### src/pipeline_execute_alu_branch_top_defines.svh
// assertion macros for the execute stage block
`ifndef PIPELINE_EXECUTE_ALU_BRANCH_TOP_DEFINES_SVH
`define PIPELINE_EXECUTE_ALU_BRANCH_TOP_DEFINES_SVH

// checked on clk_i, ignored while in reset
`define PEAB_ASSERT(lbl, prop, msg) \
  lbl: assert property (@(posedge clk_i) disable iff (!rst_ni) prop) else $error(msg);

// checked on clk_i, also during reset
`define PEAB_ASSERT_RST(lbl, prop, msg) \
  lbl: assert property (@(posedge clk_i) prop) else $error(msg);

`endif

### src/peab_pkg.sv
package peab_pkg;

  localparam int unsigned DataW  = 32;
  localparam int unsigned OpW    = 4;
  localparam int unsigned RouteW = 2;
  localparam int unsigned CntW   = $clog2(DataW);

  typedef logic [DataW-1:0] word_t;

  typedef enum logic [OpW-1:0] {
    OP_NOP  = 4'd0,
    OP_ADD  = 4'd1,
    OP_SUB  = 4'd2,
    OP_MUL  = 4'd3,
    OP_DIV  = 4'd4,
    OP_ADDI = 4'd5,
    OP_LW   = 4'd6,
    OP_SW   = 4'd7,
    OP_BGEZ = 4'd8,
    OP_BLEZ = 4'd9,
    OP_BEQ  = 4'd10,
    OP_J    = 4'd11
  } op_e;

  typedef enum logic [RouteW-1:0] {
    ROUTE_CARRIED = 2'd0,
    ROUTE_FILE    = 2'd1,
    ROUTE_MEM_A   = 2'd2,
    ROUTE_MEM_B   = 2'd3
  } route_e;

  typedef enum logic [2:0] {
    ST_IDLE,
    ST_EXEC,
    ST_MUL,
    ST_ABSA,
    ST_ABSB,
    ST_DIV,
    ST_FIX,
    ST_DONE
  } state_e;

  function automatic word_t pick_operand(route_e route, word_t carried, word_t file,
                                         word_t mem_a, word_t mem_b, logic late);
    word_t res;
    unique case (route)
      ROUTE_CARRIED: res = carried;
      ROUTE_FILE:    res = file;
      ROUTE_MEM_A:   res = late ? file : mem_a;
      ROUTE_MEM_B:   res = late ? file : mem_b;
      default:       res = carried;
    endcase
    return res;
  endfunction

endpackage

### src/pipeline_execute_alu_branch_top.sv
// Execute stage with operand forwarding: each instruction picks its two
// operands (carried, register file or a memory-stage result; a late stall
// sends memory routes to the register file), then runs through one shared
// 32-bit adder/subtractor under a small sequencer. ADD, SUB, ADDI, LW/SW
// address and branches are computed in ST_EXEC into the result register;
// MUL is shift-and-add at one bit a cycle; DIV is restoring division at
// one quotient bit a cycle plus sign fix-up (a zero divisor skips the loop
// and raises divide_fault). One instruction is in flight at a time; the
// next is taken as soon as the result sits in the output register, even
// while the far side stalls it.
module pipeline_execute_alu_branch_top (
  input  logic                                clk_i,
  input  logic                                rst_ni,
  input  logic                                in_valid_i,
  output logic                                in_stall_o,
  input  logic [peab_pkg::OpW-1:0]            operation_i,
  input  logic signed [peab_pkg::DataW-1:0]   rs_carried_i,
  input  logic signed [peab_pkg::DataW-1:0]   rs_file_i,
  input  logic [peab_pkg::RouteW-1:0]         rs_route_i,
  input  logic signed [peab_pkg::DataW-1:0]   rt_carried_i,
  input  logic signed [peab_pkg::DataW-1:0]   rt_file_i,
  input  logic [peab_pkg::RouteW-1:0]         rt_route_i,
  input  logic signed [peab_pkg::DataW-1:0]   immediate_i,
  input  logic signed [peab_pkg::DataW-1:0]   mem_result_a_i,
  input  logic signed [peab_pkg::DataW-1:0]   mem_result_b_i,
  input  logic                                late_stall_i,
  output logic                                out_valid_o,
  input  logic                                out_stall_i,
  output logic signed [peab_pkg::DataW-1:0]   dest_value_o,
  output logic                                dest_valid_o,
  output logic signed [peab_pkg::DataW-1:0]   mem_address_o,
  output logic                                branch_taken_o,
  output logic signed [peab_pkg::DataW-1:0]   saved_target_out_o,
  output logic                                divide_fault_o
);
  import peab_pkg::*;

  localparam logic [CntW-1:0] CntLast = CntW'(DataW - 1);

  state_e          state_q, state_d;
  op_e             op_q, op_d;
  word_t           a_q, a_d;
  word_t           b_q, b_d;
  word_t           imm_q, imm_d;
  word_t           acc_q, acc_d;
  logic [CntW-1:0] cnt_q, cnt_d;
  logic            neg_q, neg_d;

  word_t           res_dest_q, res_dest_d;
  logic            res_valid_q, res_valid_d;
  word_t           res_addr_q, res_addr_d;
  logic            res_taken_q, res_taken_d;
  logic            res_fault_q, res_fault_d;

  word_t           st_q, st_d;
  logic            out_valid_q;
  word_t           out_dest_q, out_addr_q, out_st_q;
  logic            out_dvalid_q, out_taken_q, out_fault_q;
  logic            out_load;

  // shared adder
  word_t           add_x, add_y;
  logic            add_sub;
  logic [DataW:0]  add_sum;
  word_t           sum;
  logic            carry;

  assign in_stall_o = (state_q != ST_IDLE);
  assign out_load   = (state_q == ST_DONE) && (!out_valid_q || !out_stall_i);

  always_comb begin
    add_x   = a_q;
    add_y   = b_q;
    add_sub = 1'b0;
    unique case (state_q)
      ST_EXEC: begin
        if (op_q == OP_ADDI || op_q == OP_LW || op_q == OP_SW) begin
          add_y = imm_q;
        end
        add_sub = (op_q == OP_SUB) || (op_q == OP_BEQ);
      end
      ST_MUL: begin
        add_x = acc_q;
        add_y = a_q;
      end
      ST_ABSA, ST_FIX: begin
        add_x   = '0;
        add_y   = a_q;
        add_sub = 1'b1;
      end
      ST_ABSB: begin
        add_x   = '0;
        add_y   = b_q;
        add_sub = 1'b1;
      end
      ST_DIV: begin
        add_x   = {acc_q[DataW-2:0], a_q[DataW-1]};
        add_y   = b_q;
        add_sub = 1'b1;
      end
      default: begin
        add_x = a_q;
      end
    endcase
    add_sum = {1'b0, add_x} + {1'b0, add_y ^ {DataW{add_sub}}} + {{DataW{1'b0}}, add_sub};
    sum     = add_sum[DataW-1:0];
    carry   = add_sum[DataW];
  end

  // next state
  always_comb begin
    state_d = state_q;
    unique case (state_q)
      ST_IDLE: if (in_valid_i) state_d = ST_EXEC;
      ST_EXEC: begin
        if (op_q == OP_MUL) begin
          state_d = ST_MUL;
        end else if (op_q == OP_DIV && b_q != '0) begin
          state_d = ST_ABSA;
        end else begin
          state_d = ST_DONE;
        end
      end
      ST_MUL:  if (cnt_q == CntLast) state_d = ST_DONE;
      ST_ABSA: state_d = ST_ABSB;
      ST_ABSB: state_d = ST_DIV;
      ST_DIV:  if (cnt_q == CntLast) state_d = ST_FIX;
      ST_FIX:  state_d = ST_DONE;
      ST_DONE: if (out_load) state_d = ST_IDLE;
      default: state_d = ST_IDLE;
    endcase
  end

  // datapath
  always_comb begin
    op_d        = op_q;
    a_d         = a_q;
    b_d         = b_q;
    imm_d       = imm_q;
    acc_d       = acc_q;
    cnt_d       = cnt_q;
    neg_d       = neg_q;
    res_dest_d  = res_dest_q;
    res_valid_d = res_valid_q;
    res_addr_d  = res_addr_q;
    res_taken_d = res_taken_q;
    res_fault_d = res_fault_q;
    unique case (state_q)
      ST_IDLE: begin
        if (in_valid_i) begin
          op_d  = op_e'(operation_i);
          a_d   = pick_operand(route_e'(rs_route_i), word_t'(rs_carried_i),
                               word_t'(rs_file_i), word_t'(mem_result_a_i),
                               word_t'(mem_result_b_i), late_stall_i);
          b_d   = pick_operand(route_e'(rt_route_i), word_t'(rt_carried_i),
                               word_t'(rt_file_i), word_t'(mem_result_a_i),
                               word_t'(mem_result_b_i), late_stall_i);
          imm_d = word_t'(immediate_i);
          acc_d = '0;
          cnt_d = '0;
        end
      end
      ST_EXEC: begin
        res_dest_d  = '0;
        res_valid_d = 1'b0;
        res_addr_d  = '0;
        res_taken_d = 1'b0;
        res_fault_d = 1'b0;
        unique case (op_q)
          OP_ADD, OP_SUB, OP_ADDI: begin
            res_dest_d  = sum;
            res_valid_d = 1'b1;
          end
          OP_LW, OP_SW: res_addr_d  = sum;
          OP_BGEZ:      res_taken_d = !a_q[DataW-1];
          OP_BLEZ:      res_taken_d = a_q[DataW-1] || (a_q == '0);
          OP_BEQ:       res_taken_d = (sum == '0);
          OP_J:         res_taken_d = 1'b1;
          OP_DIV: begin
            res_fault_d = (b_q == '0);
            neg_d       = a_q[DataW-1] ^ b_q[DataW-1];
          end
          default: begin
            res_valid_d = 1'b0;
          end
        endcase
      end
      ST_MUL: begin
        if (b_q[0]) acc_d = sum;
        a_d   = {a_q[DataW-2:0], 1'b0};
        b_d   = {1'b0, b_q[DataW-1:1]};
        cnt_d = cnt_q + 1'b1;
        if (cnt_q == CntLast) begin
          res_dest_d  = b_q[0] ? sum : acc_q;
          res_valid_d = 1'b1;
        end
      end
      ST_ABSA: if (a_q[DataW-1]) a_d = sum;
      ST_ABSB: if (b_q[DataW-1]) b_d = sum;
      ST_DIV: begin
        if (carry) begin
          acc_d = sum;
        end else begin
          acc_d = add_x;
        end
        a_d   = {a_q[DataW-2:0], carry};
        cnt_d = cnt_q + 1'b1;
      end
      ST_FIX: begin
        res_dest_d  = neg_q ? sum : a_q;
        res_valid_d = 1'b1;
      end
      default: begin
        cnt_d = cnt_q;
      end
    endcase
  end

  assign st_d = (out_load && res_taken_q) ? imm_q : st_q;

  always_ff @(posedge clk_i or negedge rst_ni) begin
    if (!rst_ni) begin
      state_q     <= ST_IDLE;
      cnt_q       <= '0;
      out_valid_q <= 1'b0;
      st_q        <= '0;
    end else begin
      state_q <= state_d;
      cnt_q   <= cnt_d;
      st_q    <= st_d;
      if (out_load) begin
        out_valid_q <= 1'b1;
      end else if (!out_stall_i) begin
        out_valid_q <= 1'b0;
      end
    end
  end

  always_ff @(posedge clk_i) begin
    op_q        <= op_d;
    a_q         <= a_d;
    b_q         <= b_d;
    imm_q       <= imm_d;
    acc_q       <= acc_d;
    neg_q       <= neg_d;
    res_dest_q  <= res_dest_d;
    res_valid_q <= res_valid_d;
    res_addr_q  <= res_addr_d;
    res_taken_q <= res_taken_d;
    res_fault_q <= res_fault_d;
    if (out_load) begin
      out_dest_q   <= res_dest_q;
      out_dvalid_q <= res_valid_q;
      out_addr_q   <= res_addr_q;
      out_taken_q  <= res_taken_q;
      out_fault_q  <= res_fault_q;
      out_st_q     <= st_d;
    end
  end

  assign out_valid_o        = out_valid_q;
  assign dest_value_o       = $signed(out_dest_q);
  assign dest_valid_o       = out_dvalid_q;
  assign mem_address_o      = $signed(out_addr_q);
  assign branch_taken_o     = out_taken_q;
  assign saved_target_out_o = $signed(out_st_q);
  assign divide_fault_o     = out_fault_q;

`include "pipeline_execute_alu_branch_top_defines.svh"

  `PEAB_ASSERT_RST(a_reset_idle, !rst_ni |-> (state_q == ST_IDLE) && !out_valid_q, "reset not idle")
  `PEAB_ASSERT(a_accept_exec, (in_valid_i && !in_stall_o) |=> (state_q == ST_EXEC), "accept lost")
  `PEAB_ASSERT(a_div_loop, (state_q == ST_DIV && cnt_q != CntLast) |=> (state_q == ST_DIV), "div loop cut short")
  `PEAB_ASSERT(a_fault_no_dest, (out_valid_o && divide_fault_o) |-> (!dest_valid_o && dest_value_o == 0), "fault with result")
  `PEAB_ASSERT(a_dest_no_branch, (out_valid_o && dest_valid_o) |-> (!branch_taken_o && mem_address_o == 0), "mixed result kinds")

endmodule

### config.mk
export PLATFORM = sky130hd
export DESIGN_NAME = pipeline_execute_alu_branch_top
export DESIGN_NICKNAME = d
export VERILOG_FILES = /design/src/peab_pkg.sv /design/src/pipeline_execute_alu_branch_top.sv
export VERILOG_INCLUDE_DIRS = /design/src /design/src/src
export SDC_FILE = /design/constraint.sdc
export NUM_CORES = 1
export LEC_CHECK = 0
export BUFFER_PORTS_ARGS = -buffer_cell sky130_fd_sc_hd__buf_4
export CAP_MARGIN = 20
export CORE_ASPECT_RATIO = 0.6
export CORE_MARGIN = 5
export CORE_UTILIZATION = 55
export CTS_CLUSTER_DIAMETER = 120
export CTS_CLUSTER_SIZE = 16
export DETAILED_ROUTE_END_ITERATION = 10
export GPL_TIMING_DRIVEN = 0
export PLACE_DENSITY_LB_ADDON = 0.1
export SYNTH_ARGS = -nofsm -noshare
export SYNTH_HDL_FRONTEND = slang
export SYNTH_SLANG_ARGS = --single-unit
### constraint.sdc
create_clock -name clk_i -period 10 [get_ports clk_i]
set_clock_uncertainty 0.2 [all_clocks]
set_input_delay 0.5 -clock clk_i [delete_from_list [all_inputs] [get_ports clk_i]]
set_output_delay 0.5 -clock clk_i [all_outputs]
set_load 0.01 [all_outputs]
==> out/results.txt, run 1 <==
Run status = completed
Startpoint of the worst-slack reg-to-reg timing path = state_q[1]
Sequential share of the synthesized area = 49.4%
Worst setup startpoint = state_q[1]
Post-route setup slack = 773 ps
Starting utilization of the core area = 55.8%
Routed wire length on met2 = 35000 um
Vias after detailed routing = 20375
Proportion of register bits with asynchronous set or reset after synthesis = 12.1%
Pin count of the biggest net entering global routing = 42
Post-DP HPWL = 67800 um
Clock-pin slew on the worst setup and hold paths = 90 ps
Slowest CP cell = xnor2_1
Number of levels the H-tree was split into = 1
Post-Syn Nets = 2253
Seq. cell area = 0.0100 sq mm
CP max FO = 10
Max-Cap Viols = 0
First-pass GRT wire length = 124000 um
Total length of routed wires = 87600 um
Worst rel slew slack = 17.4%
Number of nets in the final layout = 2663
Max-slew violation count = 0
Share of the clock period used by the worst path after layout = 92.3%
Critical Path Max Stage Delay = 980 ps
Pin slew with the least headroom to its limit = 1230 ps
Number of global-route vias before repair = 18691
Number of buffers inserted by port buffering = 336
CP arrival = 9460 ps
Critical path start-end classification = flop to flop
Cell type with the highest aggregate area in the netlist = edfxtp_1
Yosys warning count = 0
Number of standard-cell rows in the floorplan = 54
Number of I/O pins = 338
Post-CTS Setup Bufs = 0
Vias per Instance = 7.05
Leading cell type in the layout, fill and taps excluded = buf_4
Highest clock rate = 108 MHz
Core area = 0.0363 sq mm
Average wire per cell in the routed design = 30.3 um
Clock tree from TritonCTS = yes
Top layer in use = met5
Buffers from clock root to sink, at most = 3
DRC violations left = 0
Detailed-routed wire length on met3 = 15400 um
Kind of capture point of the worst setup path = flop
Post-synthesis cell count = 1982
Endpoints failing setup = 0
Global route total overflow = 0
Area share of the largest cell type after synthesis = 44.3%
Routed Antenna Nets = 0
Number of buffers added by the clock tree synthesis step = 25
P&R area growth vs syn = 21.9%
Count of unique library cells instantiated by Yosys = 81
Minimum clock period after layout = 9230 ps
Clock latency reported for the late side of the worst-skew pair = 590 ps
Final TNS setup = 0 ps
Unrepaired setup endpoints after global routing = no
Share of cells above drive strength 1 = 19.1%
Kind of start point of the critical path = flop
Flops & latches, synth = 340
Commonest cells after routing, fill and taps aside = buf_4 (338), edfxtp_1 (299), nor2_1 (188), nand2_1 (182), o21ai_0 (144)
Crit path top cell by count = clkbuf_1
Series of cell instances along the critical path = buf_6, buf_2, clkbuf_1, clkbuf_1, clkbuf_1, a22oi_1, o21ai_0, xor2_1, ha_1, clkbuf_1, a21oi_1, o211ai_1, a221oi_1, o21ai_0, xnor2_1, nand4_1, or4_1, nor4_1, and4b_1, a41o_1
Overall fraction of global-route tracks in use = 40.9%
Number of inserted filler cells in the final layout = 2880
Die span in y = 159 um
Hold-fix buffers at CTS = 38
Metal1 wirelength = 33400 um
Buffer type at the clock tree root = clkbuf_16
Total iterations of the first detailed-routing run = 8
Area of the multi-input gates = 0.00960 sq mm
Clk sinks = 340
Type of the most critical hold path = input pin to flop
Die Width = 258 um
Violation count after the first detailed-routing iteration = 3729
Final core occ = 68.0%
Data required time at the worst endpoint = 10230 ps
Post-route worst hold slack = 159 ps
Synth top area cells = edfxtp_1 (44%), mux2i_1 (6.7%), dfrtp_1 (5.1%), o21ai_0 (3.6%), nor2_1 (3.5%)
Antenna violations before repair = 1
Floorplan die area = 0.0409 sq mm
Dpl ws = 1780 ps
Count of flip-flops with a built-in enable after synthesis = 299
Leading register cell type out of synthesis = edfxtp_1
Placer's final routability congestion estimate = 1.02
Hold Crit Start = rt_carried_i[14]
Avg Cell Area, Syn = 10.2 sq um
Endpoints failing hold = 0
Post_cts resized = 0
Total standard cell area after synthesis = 0.0203 sq mm
[worst max-delay path, delay by kind of cell (launching register included)]
family                   cells  cell delay, ps
XOR/XNOR                     2            1240
AO/OA/AOI/OAI                7            2030
AND/OR/NAND/NOR              4            2380
adder cells (fa/ha/maj)      1             280
buffers and inverters        6            2590
flip-flops                   1             350
[routing by layer]
layer	vias up	GRT usage, %
met4	2	11.8
li1	8396	-
met5	-	0
met2	1963	57.8
met1	9683	58.5
met3	331	16.6
[area by class of cell]
| type | count | area share, % |
|---|---|---|
| diodes | 2 | 0.0203 |
| plain buffers | 151 | 2.36 |
| inverters | 32 | 0.486 |
| clock inverters | 2 | 0.101 |
| well taps | 476 | 2.41 |
| clock buffers | 44 | 2.82 |
| multi-input cells | 1459 | 38.9 |
| repair buffers | 383 | 12.4 |
| flip-flops and latches | 340 | 40.5 |
[registers in the layout (all words and copies together) (netlist names), 3 cells and up]
register            cells
a_q                    32
acc_q                  32
b_q                    32
dest_value_o           32
imm_q                  32
mem_address_o          32
res_addr_q             32
res_dest_q             32
saved_target_out_o     32
st_q                   32
cnt_q                   5
op_q                    4
state_q                 3
[stage by stage]
stage,std cells,cell area [sq um]
2_1_floorplan,1982,20300
6_report,2889,24700
3_5_place_dp,2802,23600
3_3_place_gp,2794,23400
4_1_cts,2886,24700
5_1_grt,2887,24700
[synthesized netlist by cell type, drive strengths merged (4+ instances only)]
master / count
xnor2: 14
a21o: 17
ha: 33
a31oi: 6
a22o: 4
a21oi: 137
a211oi: 17
edfxtp: 299
or2: 8
o21a: 6
o31ai: 5
a221o: 10
buf: 43
o211ai: 21
o22ai: 84
nand4: 10
dfrtp: 41
a31o: 5
inv: 32
nand2b: 18
clkbuf: 108
nand3: 15
o221ai: 65
nor3: 19
and3: 13
mux2i: 136
xor2: 43
o22a: 6
mux2: 41
nor2: 191
nand2: 183
a22oi: 81
o211a: 4
or3: 5
nor4: 22
o21ai: 150
nor2b: 43
[logic make-up after synthesis]
family	synth area share [%]
AND/OR/NAND/NOR	12.1
flip-flops	49.4
AO/OA/AOI/OAI	21.2
adder cells (fa/ha/maj)	2.14
multiplexers	9.01
buffers and inverters	3.48
XOR/XNOR	2.63
[final timing paths]
check	cells after the start	slack, ps	to
max	20	770	res_taken_q
min	3	160	b_q[14]
max reg2reg	20	770	res_taken_q
min reg2reg	0	210	dest_value_o[16]
max in group asynchronous	2	8800	st_q[25]
min in group asynchronous	2	290	cnt_q[3]
Power of run 1 is left out: the tool's default activity adds up to more than one toggle a clock period on the data nets, which glitch-free logic cannot reach.
==> inputs of run 2 (changes only) <==
--- a/config.mk
+++ b/config.mk
@@ -10,7 +10,7 @@
 export CAP_MARGIN = 20
 export CORE_ASPECT_RATIO = 0.6
 export CORE_MARGIN = 5
-export CORE_UTILIZATION = 55
+export CORE_UTILIZATION = 35
 export CTS_CLUSTER_DIAMETER = 120
 export CTS_CLUSTER_SIZE = 16
 export DETAILED_ROUTE_END_ITERATION = 10
==> constraint.sdc (replaced) <==
create_clock -name clk_i -period 11.8 [get_ports clk_i]
set_clock_uncertainty 0.2 [all_clocks]
set_input_delay 0.59 -clock clk_i [delete_from_list [all_inputs] [get_ports clk_i]]
set_output_delay 0.59 -clock clk_i [all_outputs]
set_load 0.01 [all_outputs]
==> out/results.txt, run 2 (same netlist as run 1, synthesis figures left out) <==
Placer's final routability congestion estimate = 0.970 (-5.4%)
Antenna violations before repair = 1 (unchanged)
Leading cell type in the layout, fill and taps excluded = buf_4
Pin slew with the least headroom to its limit = 1100 ps (-128 ps)
CP max FO = 10 (unchanged)
Data required time at the worst endpoint = 12050 ps (+1820 ps)
Unrepaired setup endpoints after global routing = no
Kind of start point of the critical path = flop
Max-Cap Viols = 0 (unchanged)
Worst rel slew slack = 26.1% (+8.6 points)
Commonest cells after routing, fill and taps aside = buf_4 (339), edfxtp_1 (299), nor2_1 (188), nand2_1 (182), o21ai_0 (143)
Vias per Instance = 6.08 (-14%)
Overall fraction of global-route tracks in use = 28.2% (-13 points)
Post-route worst hold slack = 76.0 ps (-82.9 ps)
Run status = completed
Buffers from clock root to sink, at most = 3 (unchanged)
Endpoints failing hold = 0 (unchanged)
Worst Hold Endpoint = out_valid_o
Die Width = 321 um (+24%)
Buffer type at the clock tree root = clkbuf_16
Worst Reg-to-Reg Cells = 20 (unchanged)
Total iterations of the first detailed-routing run = 6 (-2)
Total length of routed wires = 93000 um (+6.1%)
Post-CTS Setup Bufs = 0 (unchanged)
Vias after detailed routing = 19376 (-4.9%)
Share of the clock period used by the worst path after layout = 73.4% (-19 points)
Pin count of the biggest net entering global routing = 42 (unchanged)
Global route total overflow = 0 (unchanged)
Violation count after the first detailed-routing iteration = 2514 (-33%)
Clock-pin slew on the worst setup and hold paths = 90 ps (about the same)
Diodes inserted = 0 (-2)
Clock tree from TritonCTS = yes
First-pass GRT wire length = 131000 um (+5.6%)
Type of the most critical hold path = input pin to flop
Number of nets in the final layout = 2668 (+0.19%)
Number of global-route vias before repair = 18514 (-0.95%)
Number of buffers inserted by port buffering = 336 (unchanged)
Kind of capture point of the worst setup path = flop
Highest clock rate = 115 MHz (+6.5%)
Routed Antenna Nets = 0 (unchanged)
Die span in y = 196 um (+24%)
Startpoint of the worst-slack reg-to-reg timing path = state_q[1]
Number of I/O pins = 338 (unchanged)
Number of standard-cell rows in the floorplan = 68 (+26%)
Core area = 0.0574 sq mm (+58%)
Floorplan die area = 0.0630 sq mm (+54%)
Worst setup slack for register-to-register paths = 3130 ps (+2360 ps)
Number of buffers added by the clock tree synthesis step = 25 (unchanged)
Hold Crit Start = out_stall_i
Minimum clock period after layout = 8670 ps (-561 ps)
P&R area growth vs syn = 24.0%
Count of cells along the worst hold path = 3 (unchanged)
Share of cells above drive strength 1 = 19.3% (+0.25 points)
Max-slew violation count = 0 (unchanged)
Clock latency reported for the late side of the worst-skew pair = 600 ps (about the same)
Clk sinks = 340 (unchanged)
Starting utilization of the core area = 35.3% (-20 points)
CP arrival = 8920 ps (-540 ps)
Reg-to-reg critical path endpoint = res_taken_q
Post-DP HPWL = 73700 um (+8.7%)
Endpoints failing setup = 0 (unchanged)
DRC violations left = 0 (unchanged)
Number of levels the H-tree was split into = 1 (unchanged)
Average wire per cell in the routed design = 29.2 um (-3.8%)
Critical path start-end classification = flop to flop
run 2: worst max path at each step:
| stage | startpoint | cells after the start | to | slack [ps] |
|---|---|---|---|---|
| after floorplan | state_q[1] | 8 | saved_target_out_o[10] | 4000 |
| after global placement | state_q[1] | 8 | saved_target_out_o[20] | -1580 |
| after detailed placement | state_q[1] | 19 | res_taken_q | 3490 |
| after CTS | state_q[1] | 19 | res_taken_q | 3460 |
| after global routing | state_q[1] | 20 | res_taken_q | 3050 |
| final | state_q[1] | 20 | res_taken_q | 3130 |
run 2: repair_timing:
| item | CTS | global route |
|---|---|---|
| hold buffers | 37 | 0 |
| endpoints found under the hold margin | 77 | 0 |
| resized for setup | 0 | 0 |
run 2: routing by layer:
metal | vias up | GRT usage, % | wire length, um
li1 | 8406 | - | -
met1 | 9625 | 43.7 | 42400
met2 | 1215 | 39.3 | 37000
met3 | 128 | 8.24 | 11400
met4 | 2 | 5.29 | 2120
met5 | - | 0 | 13
run 2: per-stage QoR:
| stage | instances | setup WS (ps) | utilization, % | area, sq um | TNS [ps] |
|---|---|---|---|---|---|
| 4_1_cts | 3182 | 3460 | 43.7 | 25100 | 0 |
| 3_3_place_gp | 3088 | -1580 | 41.4 | 23800 | -92750 |
| 6_report | 3186 | 3130 | 43.7 | 25100 | 0 |
| 5_1_grt | 3186 | 3050 | 43.7 | 25100 | 0 |
| 2_1_floorplan | 1982 | 4000 | - | 20300 | 0 |
| 3_5_place_dp | 3099 | 3490 | 41.8 | 24000 | 0 |
run 2: final cells by class:
cell class	instances	area, sq um
Fill cell	5610	32300
Sequential cell	340	10000
Multi-Input combinational cell	1459	9600
Timing Repair Buffer	388	3130
Tap cell	770	963
Clock buffer	44	697
Buffer	151	584
Inverter	32	120
Clock inverter	2	25.0
run 2: critical path: stages, from the launching register on:
cell and delay (ps):
dfrtp_1 350, buf_6 130, buf_2 210, buf_1 590, buf_1 850, buf_1 440, a22oi_1 160, o21ai_0 230
xor2_1 280, ha_1 280, clkbuf_1 190, a21oi_1 280, o21ai_0 330, a2111oi_0 960, o21ai_0 630, a31oi_4 410
xor2_2 530, o211ai_1 220, nor4_1 710, and4b_1 370, a41o_1 180
Power of run 2 is left out for the same reason.
